`config.mk`:
```
export PLATFORM = sky130hd
export DESIGN_NAME = lru_key_value_cache_flat
export DESIGN_NICKNAME = d
export VERILOG_FILES = /design/src/lkv_pkg.sv /design/src/lkv_if.sv /design/src/lru_key_value_cache.sv /design/src/lkv_ctrl.sv /design/src/lkv_datapath.sv /design/src/flat_wrapper.sv
export SDC_FILE = /design/constraint.sdc
export NUM_CORES = 2
export LEC_CHECK = 0
export ABC_AREA = 1
export BUFFER_PORTS_ARGS = -buffer_cell sky130_fd_sc_hd__buf_2
export CORE_ASPECT_RATIO = 1.5
export CORE_MARGIN = 2
export CORE_UTILIZATION = 46
export CTS_BUF_LIST = sky130_fd_sc_hd__clkbuf_4 sky130_fd_sc_hd__clkbuf_8
export DETAILED_ROUTE_END_ITERATION = 8
export PLACE_DENSITY_LB_ADDON = 0.2
export SYNTH_ARGS = -nofsm -noshare
export SYNTH_HDL_FRONTEND = slang
export SYNTH_SLANG_ARGS = --single-unit
```
`constraint.sdc`:
```
create_clock -name clk_i -period 16.5 [get_ports clk_i]
set_clock_uncertainty 0.15 [all_clocks]
set_input_delay 0 -clock clk_i [delete_from_list [all_inputs] [get_ports clk_i]]
set_output_delay 0 -clock clk_i [all_outputs]
set_load 0.02 [all_outputs]
```
`src/lkv_pkg.sv`:
```
`timescale 1ns / 1ps
// ----------------------------------------------------------------------------
// lkv_pkg
// Shared constants, types and state encoding for the LRU key-value cache.
// ----------------------------------------------------------------------------
package lkv_pkg;

  localparam int unsigned CAPACITY   = 16;
  localparam int unsigned KEY_BITS   = 64;
  localparam int unsigned DATA_BITS  = 64;
  localparam int unsigned FIELD_BITS = 64;

  localparam int unsigned IDX_BITS  = $clog2(CAPACITY);
  localparam int unsigned RANK_BITS = $clog2(CAPACITY);
  localparam int unsigned OCC_BITS  = $clog2(CAPACITY + 1);

  typedef enum logic {
    MODE_GET = 1'b0,
    MODE_PUT = 1'b1
  } lkv_mode_e;

  typedef enum logic [1:0] {
    ST_IDLE,
    ST_MATCH,
    ST_UPDATE
  } lkv_state_e;

  typedef struct packed {
    logic load;
    logic match;
    logic commit;
  } lkv_cmd_t;

endpackage

```
`src/lkv_if.sv`:
```
`timescale 1ns / 1ps
// ----------------------------------------------------------------------------
// lkv_if
// Request and response channel interfaces of the LRU key-value cache.
// ----------------------------------------------------------------------------
interface lkv_req_if;
  logic        valid;
  logic        ready;
  logic        mode;
  logic [63:0] lookup_key;
  logic [63:0] write_data;

  modport source (output valid, output mode, output lookup_key, output write_data,
                  input ready);
  modport sink (input valid, input mode, input lookup_key, input write_data,
                output ready);
endinterface

interface lkv_rsp_if;
  logic        valid;
  logic        ready;
  logic        hit;
  logic [63:0] read_data;
  logic        evicted;

  modport source (output valid, output hit, output read_data, output evicted,
                  input ready);
  modport sink (input valid, input hit, input read_data, input evicted,
                output ready);
endinterface

```
`src/lru_key_value_cache.sv`:
```
`timescale 1ns / 1ps
// ----------------------------------------------------------------------------
// lru_key_value_cache
// Fully associative 16-entry key-value store with least-recently-used
// replacement, built from a sequencer and a register-based datapath.
//
// Channel   Direction  Payload
// req_i     in         mode, lookup_key, write_data
// rsp_o     out        hit, read_data, evicted
//
// Each request runs a match step, the parallel key compare over all entries,
// then an update step: rank update, entry write and result register load.
// Reset clears the valid marks, ranks and occupancy at once; no clearing pass.
// A result waits in the output register while the next request is accepted;
// the update step holds only while that register is still occupied.
// ----------------------------------------------------------------------------
module lru_key_value_cache (
  input  logic  clk_i,
  input  logic  rst_ni,
  lkv_req_if.sink   req_i,
  lkv_rsp_if.source rsp_o
);
  import lkv_pkg::*;

  lkv_cmd_t cmd;
  logic     req_ready;
  logic     rsp_valid;

  lkv_ctrl u_ctrl (
    .clk_i       (clk_i),
    .rst_ni      (rst_ni),
    .req_valid_i (req_i.valid),
    .req_ready_o (req_ready),
    .rsp_valid_o (rsp_valid),
    .rsp_ready_i (rsp_o.ready),
    .cmd_o       (cmd)
  );

  lkv_datapath u_datapath (
    .clk_i        (clk_i),
    .rst_ni       (rst_ni),
    .cmd_i        (cmd),
    .mode_i       (req_i.mode),
    .lookup_key_i (req_i.lookup_key),
    .write_data_i (req_i.write_data),
    .hit_o        (rsp_o.hit),
    .read_data_o  (rsp_o.read_data),
    .evicted_o    (rsp_o.evicted)
  );

  assign req_i.ready = req_ready;
  assign rsp_o.valid = rsp_valid;

endmodule

```
`src/lkv_ctrl.sv`:
```
`timescale 1ns / 1ps
// ----------------------------------------------------------------------------
// lkv_ctrl
// Sequencer for the cache: accepts a request, runs the match step and then
// the update step, and owns the response valid flag.
// ----------------------------------------------------------------------------
module lkv_ctrl (
  input  logic              clk_i,
  input  logic              rst_ni,
  input  logic              req_valid_i,
  output logic              req_ready_o,
  output logic              rsp_valid_o,
  input  logic              rsp_ready_i,
  output lkv_pkg::lkv_cmd_t cmd_o
);
  import lkv_pkg::*;

  lkv_state_e state_q, state_d;
  logic       out_valid_q, out_valid_d;
  logic       out_free;
  logic       commit;
  logic       accept;

  assign out_free = !out_valid_q || rsp_ready_i;

  always_comb begin
    commit      = (state_q == ST_UPDATE) && out_free;
    req_ready_o = (state_q == ST_IDLE) || commit;
    accept      = req_valid_i && req_ready_o;
    cmd_o.load   = accept;
    cmd_o.match  = (state_q == ST_MATCH);
    cmd_o.commit = commit;
    rsp_valid_o  = out_valid_q;
    if (commit) begin
      out_valid_d = 1'b1;
    end else if (rsp_ready_i) begin
      out_valid_d = 1'b0;
    end else begin
      out_valid_d = out_valid_q;
    end
  end

  always_comb begin
    state_d = state_q;
    unique case (state_q)
      ST_IDLE: begin
        if (accept) state_d = ST_MATCH;
      end
      ST_MATCH: begin
        state_d = ST_UPDATE;
      end
      ST_UPDATE: begin
        if (commit) state_d = accept ? ST_MATCH : ST_IDLE;
      end
      default: begin
        state_d = ST_IDLE;
      end
    endcase
  end

  always_ff @(posedge clk_i or negedge rst_ni) begin
    if (!rst_ni) begin
      state_q     <= ST_IDLE;
      out_valid_q <= 1'b0;
    end else begin
      state_q     <= state_d;
      out_valid_q <= out_valid_d;
    end
  end

endmodule

```
`src/lkv_datapath.sv`:
```
`timescale 1ns / 1ps
// ----------------------------------------------------------------------------
// lkv_datapath
// Entry storage, parallel key compare, LRU rank update and result register.
// ----------------------------------------------------------------------------
module lkv_datapath (
  input  logic              clk_i,
  input  logic              rst_ni,
  input  lkv_pkg::lkv_cmd_t cmd_i,
  input  logic              mode_i,
  input  logic [63:0]       lookup_key_i,
  input  logic [63:0]       write_data_i,
  output logic              hit_o,
  output logic [63:0]       read_data_o,
  output logic              evicted_o
);
  import lkv_pkg::*;

  logic                 valid_q [CAPACITY];
  logic [RANK_BITS-1:0] rank_q  [CAPACITY];
  logic [KEY_BITS-1:0]  key_mem [CAPACITY];
  logic [DATA_BITS-1:0] val_mem [CAPACITY];
  logic [OCC_BITS-1:0]  occ_q;

  logic                 mode_q;
  logic [KEY_BITS-1:0]  key_q;
  logic [DATA_BITS-1:0] data_q;

  logic                 hit_q;
  logic                 full_q;
  logic [IDX_BITS-1:0]  tgt_q;
  logic [RANK_BITS-1:0] old_rank_q;
  logic [DATA_BITS-1:0] rdata_q;

  logic [CAPACITY-1:0]  match_vec;
  logic [IDX_BITS-1:0]  found_idx;
  logic [RANK_BITS-1:0] found_rank;
  logic [DATA_BITS-1:0] found_val;
  logic [IDX_BITS-1:0]  free_idx;
  logic [IDX_BITS-1:0]  victim_idx;
  logic                 full;
  logic                 insert;
  logic                 touch;

  assign full   = (occ_q == OCC_BITS'(CAPACITY));
  assign insert = !hit_q && (mode_q == MODE_PUT);
  assign touch  = hit_q || insert;

  always_comb begin
    found_idx  = '0;
    found_rank = '0;
    found_val  = '0;
    free_idx   = '0;
    victim_idx = '0;
    for (int i = 0; i < CAPACITY; i++) begin
      match_vec[i] = valid_q[i] && (key_mem[i] == key_q);
      if (match_vec[i]) begin
        found_idx  = found_idx | IDX_BITS'(i);
        found_rank = found_rank | rank_q[i];
        found_val  = found_val | val_mem[i];
      end
      if (valid_q[i] && (rank_q[i] == RANK_BITS'(CAPACITY - 1))) begin
        victim_idx = victim_idx | IDX_BITS'(i);
      end
    end
    for (int i = CAPACITY - 1; i >= 0; i--) begin
      if (!valid_q[i]) free_idx = IDX_BITS'(i);
    end
  end

  always_ff @(posedge clk_i) begin
    if (cmd_i.load) begin
      mode_q <= mode_i;
      key_q  <= lookup_key_i[KEY_BITS-1:0];
      data_q <= write_data_i[DATA_BITS-1:0];
    end
    if (cmd_i.match) begin
      hit_q   <= |match_vec;
      full_q  <= full;
      rdata_q <= found_val;
      if (|match_vec) begin
        tgt_q      <= found_idx;
        old_rank_q <= found_rank;
      end else begin
        tgt_q      <= full ? victim_idx : free_idx;
        old_rank_q <= RANK_BITS'(CAPACITY - 1);
      end
    end
    if (cmd_i.commit) begin
      hit_o       <= hit_q;
      read_data_o <= hit_q ? FIELD_BITS'(rdata_q) : '0;
      evicted_o   <= insert && full_q;
      if (insert) begin
        key_mem[tgt_q] <= key_q;
        val_mem[tgt_q] <= data_q;
      end
    end
  end

  always_ff @(posedge clk_i or negedge rst_ni) begin
    if (!rst_ni) begin
      for (int i = 0; i < CAPACITY; i++) begin
        valid_q[i] <= 1'b0;
        rank_q[i]  <= '0;
      end
      occ_q <= '0;
    end else if (cmd_i.commit && touch) begin
      for (int i = 0; i < CAPACITY; i++) begin
        if (IDX_BITS'(i) == tgt_q) begin
          rank_q[i]  <= '0;
          valid_q[i] <= 1'b1;
        end else if (valid_q[i] && (rank_q[i] < old_rank_q)) begin
          rank_q[i] <= rank_q[i] + RANK_BITS'(1);
        end
      end
      if (insert && !full_q) occ_q <= occ_q + OCC_BITS'(1);
    end
  end

  a_unique_match: assert property (@(posedge clk_i) disable iff (!rst_ni)
    cmd_i.match |-> $onehot0(match_vec))
    else $error("More than one valid entry matches the key.");

  a_occ_bound: assert property (@(posedge clk_i) disable iff (!rst_ni)
    occ_q <= OCC_BITS'(CAPACITY))
    else $error("Occupancy exceeds capacity.");

  a_occ_grow: assert property (@(posedge clk_i) disable iff (!rst_ni)
    (cmd_i.commit && insert && !full_q) |=> (occ_q == $past(occ_q) + OCC_BITS'(1)))
    else $error("Insert into a free slot did not raise occupancy.");

  a_most_recent: assert property (@(posedge clk_i) disable iff (!rst_ni)
    (cmd_i.commit && touch) |=> (rank_q[$past(tgt_q)] == '0) && valid_q[$past(tgt_q)])
    else $error("Touched entry is not the most recent valid entry.");

endmodule

```
`src/flat_wrapper.sv`:
```
// flat-port wrapper written by rule: the top's interface ports become plain ports
module lru_key_value_cache_flat import lkv_pkg::*;
  (clk_i, rst_ni, req_i_valid, req_i_mode, req_i_lookup_key, req_i_write_data, req_i_ready, rsp_o_valid, rsp_o_hit, rsp_o_read_data, rsp_o_evicted, rsp_o_ready);
  lkv_req_if req_i_i ();
  lkv_rsp_if rsp_o_i ();
  input  logic clk_i;
  input  logic rst_ni;
  input wire logic [$bits(req_i_i.valid)-1:0] req_i_valid;
  input wire logic [$bits(req_i_i.mode)-1:0] req_i_mode;
  input wire logic [$bits(req_i_i.lookup_key)-1:0] req_i_lookup_key;
  input wire logic [$bits(req_i_i.write_data)-1:0] req_i_write_data;
  output wire logic [$bits(req_i_i.ready)-1:0] req_i_ready;
  output wire logic [$bits(rsp_o_i.valid)-1:0] rsp_o_valid;
  output wire logic [$bits(rsp_o_i.hit)-1:0] rsp_o_hit;
  output wire logic [$bits(rsp_o_i.read_data)-1:0] rsp_o_read_data;
  output wire logic [$bits(rsp_o_i.evicted)-1:0] rsp_o_evicted;
  input wire logic [$bits(rsp_o_i.ready)-1:0] rsp_o_ready;
  assign req_i_i.valid = req_i_valid;
  assign req_i_i.mode = req_i_mode;
  assign req_i_i.lookup_key = req_i_lookup_key;
  assign req_i_i.write_data = req_i_write_data;
  assign req_i_ready = req_i_i.ready;
  assign rsp_o_valid = rsp_o_i.valid;
  assign rsp_o_hit = rsp_o_i.hit;
  assign rsp_o_read_data = rsp_o_i.read_data;
  assign rsp_o_evicted = rsp_o_i.evicted;
  assign rsp_o_i.ready = rsp_o_ready;
  lru_key_value_cache u_core (.clk_i(clk_i), .rst_ni(rst_ni), .req_i(req_i_i), .rsp_o(rsp_o_i));
endmodule
```
==> summary.txt <==
Final Cycle Share = 37.9%
Post-layout minimum cycle time = 6.26 ns
Cell Area, Synth = 0.100 mm2
Core Rows = 210
Crit Path Class = reg -> reg
Synth warn = 0
DRT Pass-1 Iters = 8
Port bufs = 200
Slew of the pin with the lowest slew margin = 1.52 ns
Cells after synthesis = 8,357
Die X = 385 um
Flop pwr share = 53.4%
Average cell area after synthesis = 12.0 um2
CTS tree = built
Switching share of power = 26.4%
Setup violations, final = 0
Synth top area share = 69.3%
Critical Path End Type = flop
Max FO, Critical Path = 30
GPL Wtd Cong = 1.11
Leakage = 42.7 nW
Drt drc = 0
Number of global-route vias before repair = 71,500
Cell Pwr Density = 115 mW/mm2
Initial DRC count = 10,100
Fmax = 0.160 GHz
Sink Count = 2,405
Layout cells sized above 1 = 12.1%
Root Buffer = clkbuf_8
CP required = 17.08 ns
Filler Cell Count = 18,900
Status = finished with violations
Max IR drop VDD = 0.0000917 V
Global-route track usage on met2 = 70.6%
Final hold vios = 0
Total GRT Usage = 43.3%
Synthesized Nets = 8,556
Slew Viols, Final = 2
Io pins = 201
Critical Path AT = 6.84 ns
Distinct cells, synth = 47
Skew-Pair Late Insertion Delay = 1.02 ns
Routed WL = 484,000 um
Cts bufs inserted = 370
CP Launch Type = flop
Psw = 3.49 mW
Area grow syn2layout = 14.8%
RSZ-0062 raised after global routing = false
Comb pwr share = 8.4%
Internal power = 9.72 mW
GR Util met3 = 8.80%
Met1 usage = 47.3%
Dpl hpwl = 319,000 um
Drt via density = 6.07
Worst slew margin = -1.66%
Synth area leaders = edfxtp_1 69%, nand2_1 8.3%, nand4_1 3.4%
Core Area = 0.218 mm2
GR peak layer = met2
Die footprint = 0.222 mm2
First-pass GRT wire length = 636,000 um
Largest net degree at the start of global routing = 89
Initial antenna violation count = 57
Clock buffer depth = 4
Max H-tree Level = 5
Max Cap Viol = 1
Sequential area share after synthesis = 71.5%
Tot Pwr = 13.2 mW
Clock power frac = 38.2%
Hold Path Class = in -> reg
Grt ovf = 0
Cell type with the largest total area after synthesis = edfxtp_1
Final Core Density = 52.9%
Yosys reg bits = 2,405
Post-CTS Resized = 0
Initial Util = 46.1%
DRT antenna net count = 0
Clock transition at path regs = 0.07 ns
Drt wl/cell = 39.3 um
Via count = 74,700
Violated checks = max-capacitance violations, max-slew violations
Fin Setup TNS = 0 ns
Die Y = 576 um
Fin nets = 9,301
cells by family (layout without fill, tap and decap cells):
| family | after synthesis | in the layout | share of synthesized area, % |
|---|---|---|---|
| other | 0 | 49 | 0 |
| AOI/OAI and AO/OA | 789 | 789 | 4.66 |
| and+or+nand+nor | 3754 | 3754 | 15.8 |
| buffers and inverters | 1040 | 2069 | 4.57 |
| adders and majority gates | 66 | 66 | 0.823 |
| DFF | 2405 | 2405 | 71.5 |
| xor gates and xnor gates | 303 | 303 | 2.64 |
cells in the mapped netlist, drive strengths merged:
cell,count
nand3,104
nand4,545
nor3b,1
dfrtp,88
o21bai,1
o21ai,538
and3,1
nand2,2221
buf,264
clkbuf,74
a41oi,2
inv,698
edfxtp,2317
a21oi,55
o211ai,6
a22oi,1
xnor2,169
o41ai,2
nor4,11
nor3,49
nor2,820
clkinv,4
a21boi,12
o22ai,44
ha,66
o21a,10
a22o,2
xor2,134
and2,2
a31oi,6
o31ai,5
o2111ai,105
routing by layer:
metal / part of all wire, % / vias up
met2: 48 / 5124
met5: 0.041 / -
met3: 8.2 / 1391
met1: 32 / 37400
met4: 11 / 30
li1: - / 30700
critical path, stage by stage (launching register included):
cell and delay, ns:
edfxtp_1 0.32, buf_4 0.43, clkinv_1 0.69, nand2_1 0.26, o21ai_0 0.20, nor2_1 0.16, nand2_1 0.05, nor2_1 0.93
nand2_1 0.22, nor2_4 0.59, nand3_1 1.13, nand2_1 0.31, nor2_1 0.11, nand4_2 0.21, nand2_1 0.07, nand2_1 0.06
inv_1 0.04
path summary, 6_finish.rpt:
path	depth (start not counted)	end	slack (ns)	from
max in group asynchronous	6	u_core.u_datapath.rank_q[42]	14.55	rst_ni
worst min register to register	1	u_core.u_datapath.occ_q[4]	0.34	u_core.u_datapath.occ_q[4]
worst min-delay path	3	u_core.u_datapath.data_q[45]	0.09	req_i_write_data[45]
worst max-delay path	16	u_core.u_datapath.tgt_q[2]	10.24	u_core.u_datapath.key_q[32]
min in group asynchronous	5	u_core.u_datapath.occ_q[3]	0.42	rst_ni
worst max register to register	16	u_core.u_datapath.tgt_q[2]	10.24	u_core.u_datapath.key_q[32]
cells in the final DEF (no fill, tap or decap), types with 44 or more instances in the layout:
cell type      netlist  layout
clkbuf_4             1     107
dfrtp_1             88      88
buf_4               69     235
o21ai_1             44      48
o22ai_1             44      44
o21ai_0            494     488
edfxtp_1          2317    2317
diode_2              0      49
clkinv_2             0      59
o2111ai_1           79      79
nand4_1            544     544
nor2_1             804     779
clkbuf_8             0     380
a21oi_1             55      55
buf_2              166     199
clkinv_1             4      98
dlygate4sd3_1        0     266
ha_1                66      66
xor2_1             134     134
inv_1              657     657
xnor2_1            169     167
nand2_1           2221    2221
nand3_1             95      95
cell type report:
type | count | area (um2) | area share (%)
Antenna cell | 49 | 123 | 0.106
Clock buffer | 487 | 6030 | 5.24
Clock inverter | 169 | 1100 | 0.956
Inverter | 702 | 2650 | 2.30
Multi-Input combinational cell | 4912 | 24200 | 21.1
Sequential cell | 2405 | 71800 | 62.3
Tap cell | 2862 | 3580 | 3.11
Timing Repair Buffer | 711 | 5650 | 4.91
state kept, by name (all words and copies together), names as in the netlist, 5 cells and up:
register,count
u_core.u_datapath.valid_q,16
u_core.u_datapath.occ_q,5
u_core.u_datapath.key_mem,1024
u_core.u_datapath.val_mem,1024
u_core.u_datapath.key_q,64
u_core.u_datapath.rdata_q,64
u_core.u_datapath.rank_q,64
u_core.u_datapath.data_q,64
u_core.u_datapath.read_data_o,64
through the flow:
step / worst slack, ns / instances / hold WS, ns / instance area [um2]
global placement: 10.39 / 11300 / -0.228 / 105000
finish: 10.24 / 12300 / 0.0876 / 115000
detailed placement: 10.44 / 11300 / -0.225 / 105000
global route: 10.28 / 12300 / 0.0687 / 115000
floorplan: 6.35 / 8357 / -0.446 / 100000
CTS: 10.38 / 12200 / 0.00224 / 115000
power groups by stage:
| stage | Sequential, mW | Combinational, mW | Clock [mW] |
|---|---|---|---|
| final | 7.05 | 1.12 | 5.04 |
| after global routing | 7.06 | 1.16 | 5.29 |
| after CTS | 7.04 | 1.08 | 5.06 |
| after detailed placement | 7.17 | 1.02 | 0 |
| after global placement | 7.16 | 1.01 | 0 |
| after floorplan | 7.15 | 0.464 | 0 |
what timing repair did:
item                      CTS  global route
buffers inserted            0             0
hold buffers              267             0
hold endpoints to repair  380             0
No activity file was read; power rests on OpenSTA's default activity.
